--- src/design/lkv_pkg.sv ---
// ============================================================================
// lkv_pkg: shared types and constants of the LRU key-value cache
// Field widths, action codes, the capacity register layout and the operation
// flags that pass between the top level and the age update logic.
// ============================================================================
package lkv_pkg;

  localparam int KEY_W = 32;
  localparam int VAL_W = 32;
  localparam int CAP_W = 5;

  localparam logic [CAP_W-1:0] CAP_RESET = 5'd16;

  localparam logic ACT_GET = 1'b0;
  localparam logic ACT_PUT = 1'b1;

  typedef struct packed {
    logic hit;     // key found: touch the matching entry
    logic insert;  // put of a new key: age every valid entry, new entry is youngest
  } lkv_op_t;

endpackage

--- src/design/lkv_match.sv ---
// ============================================================================
// lkv_match: parallel lookup over the entry store
// Compares the key against every entry and produces one-hot vectors for the
// matching entry, the least recent entry and the lowest free slot.
// ============================================================================
module lkv_match import lkv_pkg::*; #(
  parameter int MAX_ENTRIES = 16,
  parameter int AGE_W       = 4,
  parameter int OCC_W       = 5
) (
  input  logic [KEY_W-1:0]                    key,
  input  logic [MAX_ENTRIES-1:0][KEY_W-1:0]   entry_key,
  input  logic [MAX_ENTRIES-1:0]              entry_valid,
  input  logic [MAX_ENTRIES-1:0][AGE_W-1:0]   entry_age,
  input  logic [OCC_W-1:0]                    occupancy,
  output logic [MAX_ENTRIES-1:0]              match_oh,
  output logic [MAX_ENTRIES-1:0]              victim_oh,
  output logic [MAX_ENTRIES-1:0]              free_oh
);

  logic [OCC_W-1:0]       occ_m1;
  logic [AGE_W-1:0]       oldest_age;
  logic [MAX_ENTRIES-1:0] free_vec;

  // Ages of the valid entries are always a permutation of 0..occupancy-1, so
  // the least recent entry is the one whose age equals occupancy-1.
  assign occ_m1     = occupancy - OCC_W'(1);
  assign oldest_age = AGE_W'(occ_m1);
  assign free_vec   = ~entry_valid;
  assign free_oh    = free_vec & (~free_vec + MAX_ENTRIES'(1));

  always_comb begin
    for (int i = 0; i < MAX_ENTRIES; i++) begin
      match_oh[i]  = entry_valid[i] && (entry_key[i] == key);
      victim_oh[i] = entry_valid[i] && (entry_age[i] == oldest_age);
    end
  end

endmodule

--- src/design/lkv_ages.sv ---
// ============================================================================
// lkv_ages: next recency ages of all entries
// A hit moves the matching entry to age zero and ages the younger ones; an
// insert ages every valid entry and gives the new slot age zero.
// ============================================================================
module lkv_ages import lkv_pkg::*; #(
  parameter int MAX_ENTRIES = 16,
  parameter int AGE_W       = 4
) (
  input  lkv_op_t                             op,
  input  logic [MAX_ENTRIES-1:0]              entry_valid,
  input  logic [MAX_ENTRIES-1:0][AGE_W-1:0]   entry_age,
  input  logic [MAX_ENTRIES-1:0]              match_oh,
  input  logic [MAX_ENTRIES-1:0]              slot_oh,
  output logic [MAX_ENTRIES-1:0][AGE_W-1:0]   age_nxt
);

  logic [AGE_W-1:0] hit_age;

  always_comb begin
    hit_age = '0;
    for (int i = 0; i < MAX_ENTRIES; i++) begin
      hit_age = hit_age | (entry_age[i] & {AGE_W{match_oh[i]}});
    end
  end

  always_comb begin
    for (int i = 0; i < MAX_ENTRIES; i++) begin
      age_nxt[i] = entry_age[i];
      if (op.hit) begin
        if (match_oh[i]) begin
          age_nxt[i] = '0;
        end else if (entry_valid[i] && (entry_age[i] < hit_age)) begin
          age_nxt[i] = entry_age[i] + AGE_W'(1);
        end
      end else if (op.insert) begin
        if (slot_oh[i]) begin
          age_nxt[i] = '0;
        end else if (entry_valid[i]) begin
          age_nxt[i] = entry_age[i] + AGE_W'(1);
        end
      end
    end
  end

endmodule

--- src/design/lru_key_value_cache.sv ---
// ============================================================================
// lru_key_value_cache: fully associative key-value cache with LRU replacement
// Gets return the stored value on a hit; puts update or insert, evicting the
// least recent entry once occupancy reaches the configured capacity.
// ============================================================================
//
//   channel   handshake          payload
//   -------   ----------------   ---------------------------------------------
//   in        in_valid/in_stall  in_action, in_lookup_key, in_write_value
//   out       out_valid/out_stall out_hit, out_read_value, out_evicted
//   cfg       cfg_valid/cfg_ready cfg_capacity
//
// One word is accepted every cycle while in_stall is low. A word is held in
// the input register; when it advances, the whole store is searched and
// updated in one pass and the result word is registered in the result
// register that drives out_valid. Reset clears the valid marks, ages and
// occupancy at once, with no sweep. A stalled result word holds, and in_stall
// rises when the input register is full and cannot advance.
module lru_key_value_cache import lkv_pkg::*; #(
  parameter int MAX_ENTRIES = 16
) (
  input  logic             clk,
  input  logic             rst_n,
  input  logic             in_valid,
  output logic             in_stall,
  input  logic             in_action,
  input  logic [KEY_W-1:0] in_lookup_key,
  input  logic [VAL_W-1:0] in_write_value,
  output logic             out_valid,
  input  logic             out_stall,
  output logic             out_hit,
  output logic [VAL_W-1:0] out_read_value,
  output logic             out_evicted,
  input  logic             cfg_valid,
  output logic             cfg_ready,
  input  logic [CAP_W-1:0] cfg_capacity
);

  localparam int AGE_W = (MAX_ENTRIES > 1) ? $clog2(MAX_ENTRIES) : 1;
  localparam int OCC_W = $clog2(MAX_ENTRIES + 1);
  localparam int CMP_W = (OCC_W > CAP_W) ? OCC_W : CAP_W;
  localparam logic [CMP_W-1:0] MAX_CMP = CMP_W'(MAX_ENTRIES);

  // Input register.
  logic             in_valid_r;
  logic             act_r;
  logic [KEY_W-1:0] key_r;
  logic [VAL_W-1:0] val_r;

  // Result register.
  logic             out_valid_r;
  logic             out_hit_r;
  logic [VAL_W-1:0] out_read_value_r;
  logic             out_evicted_r;

  // Store.
  logic [MAX_ENTRIES-1:0][KEY_W-1:0] entry_key_r;
  logic [MAX_ENTRIES-1:0][VAL_W-1:0] entry_value_r;
  logic [MAX_ENTRIES-1:0]            entry_valid_r;
  logic [MAX_ENTRIES-1:0][AGE_W-1:0] entry_age_r;
  logic [MAX_ENTRIES-1:0][AGE_W-1:0] entry_age_nxt;
  logic [OCC_W-1:0]                  occ_r;
  logic [CAP_W-1:0]                  cap_r;

  logic                   adv;
  logic                   go;
  logic [MAX_ENTRIES-1:0] match_oh;
  logic [MAX_ENTRIES-1:0] victim_oh;
  logic [MAX_ENTRIES-1:0] free_oh;
  logic [MAX_ENTRIES-1:0] slot_oh;
  logic                   hit;
  logic                   insert;
  logic                   evict;
  logic [CMP_W-1:0]       cap_ext;
  logic [CMP_W-1:0]       eff_cap;
  logic [VAL_W-1:0]       rd_value;
  lkv_op_t                op;

  assign adv       = !out_valid_r || !out_stall;
  assign go        = in_valid_r && adv;
  assign in_stall  = in_valid_r && !adv;
  assign cfg_ready = 1'b1;

  assign out_valid      = out_valid_r;
  assign out_hit        = out_hit_r;
  assign out_read_value = out_read_value_r;
  assign out_evicted    = out_evicted_r;

  // Capacity zero acts as one; values above the store size saturate.
  assign cap_ext = CMP_W'(cap_r);
  always_comb begin
    priority if (cap_ext == '0) begin
      eff_cap = CMP_W'(1);
    end else if (cap_ext > MAX_CMP) begin
      eff_cap = MAX_CMP;
    end else begin
      eff_cap = cap_ext;
    end
  end

  lkv_match #(
    .MAX_ENTRIES (MAX_ENTRIES),
    .AGE_W       (AGE_W),
    .OCC_W       (OCC_W)
  ) u_match (
    .key         (key_r),
    .entry_key   (entry_key_r),
    .entry_valid (entry_valid_r),
    .entry_age   (entry_age_r),
    .occupancy   (occ_r),
    .match_oh    (match_oh),
    .victim_oh   (victim_oh),
    .free_oh     (free_oh)
  );

  assign hit     = |match_oh;
  assign insert  = (act_r == ACT_PUT) && !hit;
  assign evict   = insert && (CMP_W'(occ_r) >= eff_cap);
  assign slot_oh = evict ? victim_oh : free_oh;

  assign op.hit    = hit;
  assign op.insert = insert;

  always_comb begin
    rd_value = '0;
    for (int i = 0; i < MAX_ENTRIES; i++) begin
      rd_value = rd_value | (entry_value_r[i] & {VAL_W{match_oh[i]}});
    end
  end

  lkv_ages #(
    .MAX_ENTRIES (MAX_ENTRIES),
    .AGE_W       (AGE_W)
  ) u_ages (
    .op          (op),
    .entry_valid (entry_valid_r),
    .entry_age   (entry_age_r),
    .match_oh    (match_oh),
    .slot_oh     (slot_oh),
    .age_nxt     (entry_age_nxt)
  );

  // Handshake and control state.
  always_ff @(posedge clk) begin
    if (!rst_n) begin
      in_valid_r    <= 1'b0;
      out_valid_r   <= 1'b0;
      entry_valid_r <= '0;
      entry_age_r   <= '0;
      occ_r         <= '0;
      cap_r         <= CAP_RESET;
    end else begin
      if (!in_stall) begin
        in_valid_r <= in_valid;
      end
      if (adv) begin
        out_valid_r <= in_valid_r;
      end
      if (cfg_valid && cfg_ready) begin
        cap_r <= cfg_capacity;
      end
      if (go) begin
        entry_age_r <= entry_age_nxt;
        // An eviction reuses the victim's slot, so the valid marks and the
        // occupancy stay as they are.
        if (insert && !evict) begin
          entry_valid_r <= entry_valid_r | slot_oh;
          occ_r         <= occ_r + OCC_W'(1);
        end
      end
    end
  end

  // Payload registers.
  always_ff @(posedge clk) begin
    if (!in_stall && in_valid) begin
      act_r <= in_action;
      key_r <= in_lookup_key;
      val_r <= in_write_value;
    end
    if (go) begin
      out_hit_r        <= hit;
      out_evicted_r    <= evict;
      out_read_value_r <= (act_r == ACT_GET && hit) ? rd_value : '0;
      for (int i = 0; i < MAX_ENTRIES; i++) begin
        if (act_r == ACT_PUT && match_oh[i]) begin
          entry_value_r[i] <= val_r;
        end
        if (insert && slot_oh[i]) begin
          entry_key_r[i]   <= key_r;
          entry_value_r[i] <= val_r;
        end
      end
    end
  end

`ifndef NO_ASSERTIONS
  a_occ_count: assert property (@(posedge clk) disable iff (!rst_n)
    $countones(entry_valid_r) == int'(occ_r))
    else $error("occupancy disagrees with the valid marks");

  a_evict_no_hit: assert property (@(posedge clk) disable iff (!rst_n)
    out_valid_r && out_evicted_r |-> !out_hit_r)
    else $error("eviction reported on a hit");

  a_value_needs_hit: assert property (@(posedge clk) disable iff (!rst_n)
    out_valid_r && (out_read_value_r != '0) |-> out_hit_r)
    else $error("read value without a hit");

  a_unique_match: assert property (@(posedge clk) disable iff (!rst_n)
    in_valid_r |-> $onehot0(match_oh))
    else $error("key present in more than one entry");

  a_evict_keeps_occ: assert property (@(posedge clk) disable iff (!rst_n)
    go && evict |=> $stable(occ_r))
    else $error("occupancy changed on an eviction");
`endif

endmodule

--- config.mk ---
export PLATFORM = sky130hd
export DESIGN_NAME = lru_key_value_cache
export DESIGN_NICKNAME = d
export VERILOG_FILES = /design/src/design/lkv_pkg.sv /design/src/design/lkv_match.sv /design/src/design/lkv_ages.sv /design/src/design/lru_key_value_cache.sv
export SDC_FILE = /design/constraint.sdc
export NUM_CORES = 2
export LEC_CHECK = 0
export BUFFER_PORTS_ARGS = -buffer_cell sky130_fd_sc_hd__buf_4
export CAP_MARGIN = 20
export CORE_MARGIN = 5
export CORE_UTILIZATION = 57
export DETAILED_ROUTE_END_ITERATION = 16
export PLACE_DENSITY_LB_ADDON = 0.05
export SETUP_SLACK_MARGIN = 0.5
export SLEW_MARGIN = 20
export SYNTH_ARGS = -nofsm -noshare
export SYNTH_HDL_FRONTEND = slang
export SYNTH_SLANG_ARGS = --single-unit
--- constraint.sdc ---
create_clock -name clk -period 7.55 [get_ports clk]
set_input_delay 1.1325 -clock clk [delete_from_list [all_inputs] [get_ports clk]]
set_output_delay 1.1325 -clock clk [all_outputs]
set_load 0.1 [all_outputs]
==> flow_metrics.env <==
export IMPL_grt_pass1_wl_um=248000
export IMPL_crit_path_end_kind="register"
export IMPL_drt_initial_drc_count=5531
export IMPL_viasPerCell=6.86
export IMPL_antenna_left=0
export IMPL_wl_met2_um=76900
export IMPL_drt_total_wl_um=175000
export IMPL_fp_row_count=112
export IMPL_crit_chain="buf_4 -> xnor2_1 -> nand4_1 -> nor4_1 -> and3_2 -> buf_4 -> a22oi_1 -> nand3_1 -> nor2_1 -> buf_4 -> ha_1 -> a311o_1 -> a31oi_1 -> o21ai_1 -> or4_1 -> a21oi_1"
export IMPL_netlist_instances=3881
export IMPL_hold_buffers=0
export IMPL_clk_insertion_delay_late_ps=760
export IMPL_grt_overflow=0
export IMPL_rsz0062_at_grt="no"
export IMPL_startpoint_type="register"
export IMPL_m1WireLength_um=70700
export IMPL_min_delay_worst_endpoint="cap_ext[0]"
export IMPL_yosysUniqueCellTypes=94
export IMPL_wl_per_cell_um=32.3
export IMPL_yosys_register_bits=1215
export IMPL_syn_to_final_growth_pct=13.0
export IMPL_outcome="finished, final reports clean"
export IMPL_yosys_top_cells_area="edfxtp_1 63%, xnor2_1 6.8%, dfxtp_1 3.4%"
export IMPL_synth_top_cell_by_area="edfxtp_1"
export IMPL_cap_viol_max_count=0
export IMPL_report_final_slew_viol_count=0
export IMPL_worst_r2r_path_depth=16
export IMPL_max_freq_mhz=167
export IMPL_multi_input_area_um2=17000
export IMPL_hpwl_um=110000
export IMPL_initial_core_util_pct=57.5
export IMPL_grt_max_degree=78
export IMPL_grt_pass1_vias=35524
export IMPL_core_area_um2=93500
export IMPL_r2r_start="key_r[27]"
export IMPL_worstReg2RegEnd="entry_age_r[47]"
export IMPL_globalplace_congestion=1.02
export IMPL_syn_area_um2=53700
export IMPL_fp_dieH_um=317
export IMPL_setup_viol=0
export IMPL_critPathKind="register to register"
export IMPL_ys_seq_area_share_pct=66.2
export IMPL_fin_crit_ps=5980
export IMPL_drive_gt1_share_pct=13.0
export IMPL_ff2ff_setup_slack_ps=1570
export IMPL_arrival_ps=6650
export IMPL_synth_most_common_cell="edfxtp_1"
export IMPL_cts_sinks=1215
export IMPL_period_share_pct=79.2
export IMPL_worst_pin_slew_ps=1250
export IMPL_synth_edf_count=1123
export IMPL_nets=4168
export IMPL_power_density_nw_per_um2=238
export IMPL_cp_buffers_inverters=3
export IMPL_leakage_nw=19.0
export IMPL_peakVddDrop_uv=286
export IMPL_whs_ps=519
export IMPL_routed_top_layer="met5"
export IMPL_min_from="cap_ext[0]"
export IMPL_synth_main_ff_cell="edfxtp_1"
export IMPL_synth_common_cells="1,123 x edfxtp_1, 416 x xnor2_1, 234 x nand4_1"
export IMPL_cts_root_buf="clkbuf_16"
export IMPL_seqCellArea_um2=35600
export IMPL_post_cts_setup_buffers=0
export IMPL_worstPathRequired_ps=8220
export IMPL_crit_top_cell="buf_4"
export IMPL_async_reset_ff_share_pct=0
export IMPL_hp_class="register to register"
export IMPL_finalHoldViolCount=0
export IMPL_netlist_area_leader_share_pct=62.8
export IMPL_numCtsBuffers=131
export IMPL_ioPinCount=112
export IMPL_crit_slowest_cell="edfxtp_1"
export IMPL_syn_avg_cell_area_um2=13.8
export IMPL_path_delay_family="simple AND/OR/NAND/NOR gates"
export IMPL_grt_usage_pct=34.4
export IMPL_fillCellCount=6876
export IMPL_power_mw=14.5
export IMPL_die_w_um=317
export IMPL_max_slew_margin_pct=15.6
export IMPL_io_buffers=110
export IMPL_path_clk_slew_ps=60
export IMPL_cts_tree="built"
export IMPL_critPathLaunch="key_r[27]"
export IMPL_cts_resized_gates=0
export IMPL_path_max_fanout=36
export IMPL_worst_clock_skew_ps=24.0
export IMPL_drc=0
export IMPL_drt_pass1_iterations=7
export IMPL_grt_antenna_before_repair=8
export IMPL_ctsLongestPathBuffers=3
export IMPL_synthesis_nets=3995
export IMPL_tns_ps=0
export IMPL_via_count=37103
export IMPL_die_area_um2=100000
export IMPL_whs_path_depth=2
export IMPL_wl_met3_um=21100
export IMPL_slowest_delay_ps=1080
export IMPL_htree_levels=4
export IMPL_ys_warn_count=0
==> cells in the final DEF, fill, tap and decap left out, drive strengths merged, types with 10 or more instances in the layout <==
cell	count
edfxtp	1123
xnor2	417
buf	257
nand4	236
clkbuf	169
nand3	134
nor2	134
nand2b	131
nand2	120
a22o	108
a221oi	104
xor2	98
nor4	95
dfxtp	92
a21oi	87
inv	86
a22oi	82
nor3	74
and3	65
o21ai	52
clkinv	45
a31oi	43
ha	39
o2111ai	32
a21o	25
or3	23
and4	21
or4	20
a211oi	18
nor2b	16
and2	14
o22ai	13
o21a	11
nand3b	11
or4b	10
==> worst min-delay path, cell delays in order (launching register included) <==
cell and delay (ps):
dfxtp_1 330, mux2i_1 80, nor2_1 70
==> through the flow <==
| step | utilization (%) | cell area [um^2] | setup WS, ps | instances |
|---|---|---|---|---|
| 2_1_floorplan | - | 53700 | 911 | 3881 |
| 3_3_place_gp | 60.4 | 56500 | 1750 | 5175 |
| 3_5_place_dp | 60.4 | 56500 | 1690 | 5175 |
| 4_1_cts | 64.9 | 60700 | 1670 | 5408 |
| 5_1_grt | 64.9 | 60700 | 1460 | 5408 |
| 6_report | 64.9 | 60700 | 1570 | 5409 |
==> cell type report <==
| class | instances | share of cell area (%) |
|---|---|---|
| Antenna cell | 1 | 0.00412 |
| Clock buffer | 169 | 5.79 |
| Clock inverter | 64 | 1.17 |
| Inverter | 80 | 0.497 |
| Multi-Input combinational cell | 2369 | 28.0 |
| Sequential cell | 1215 | 58.6 |
| Tap cell | 1254 | 2.58 |
| Timing Repair Buffer | 257 | 3.32 |
==> registers in the layout, summed over array words and instances (netlist names), 5 cells and up <==
signal and flops:
entry_age_r 64, val_r 32, entry_key_r 512, cap_ext 5
occ_r 5, key_r 32, entry_value_r 512, entry_valid_r 16
out_read_value 32
==> worst max-delay path by stage <==
stage | slack, ps | depth (start not counted) | end
2_1_floorplan | 910 | 6 | entry_value_r[352]
3_3_place_gp | 1750 | 16 | entry_age_r[7]
3_5_place_dp | 1690 | 16 | entry_age_r[47]
4_1_cts | 1670 | 16 | entry_age_r[47]
5_1_grt | 1460 | 16 | entry_age_r[11]
6_report | 1570 | 16 | entry_age_r[47]
==> power breakdown <==
group	internal (mW)	switching [mW]	leakage (nW)	total, mW
clock	3.61	2.70	2.04	6.31
sequential	7.40	0.0728	10.9	7.47
combinational	0.201	0.476	6.03	0.677
==> cells by family (layout without fill, tap and decap cells) <==
family,after synthesis,after routing,synth area share (%)
adder cells (fa/ha/maj),47,47,1.06
buffers and inverters,297,570,2.62
AO/OA/AOI/OAI,655,655,9.17
other,1,2,0.00698
XOR/XNOR,515,515,8.41
multiplexers,10,10,0.196
flip-flops,1215,1215,66.2
AND/OR/NAND/NOR,1141,1141,12.3
==> per-layer routing <==
metal	track usage, %	up-vias
li1	-	15544
met1	50.8	18626
met2	51.2	2543
met3	7.83	386
met4	11.1	4
met5	0	-
No activity file was read; power rests on OpenSTA's default activity.
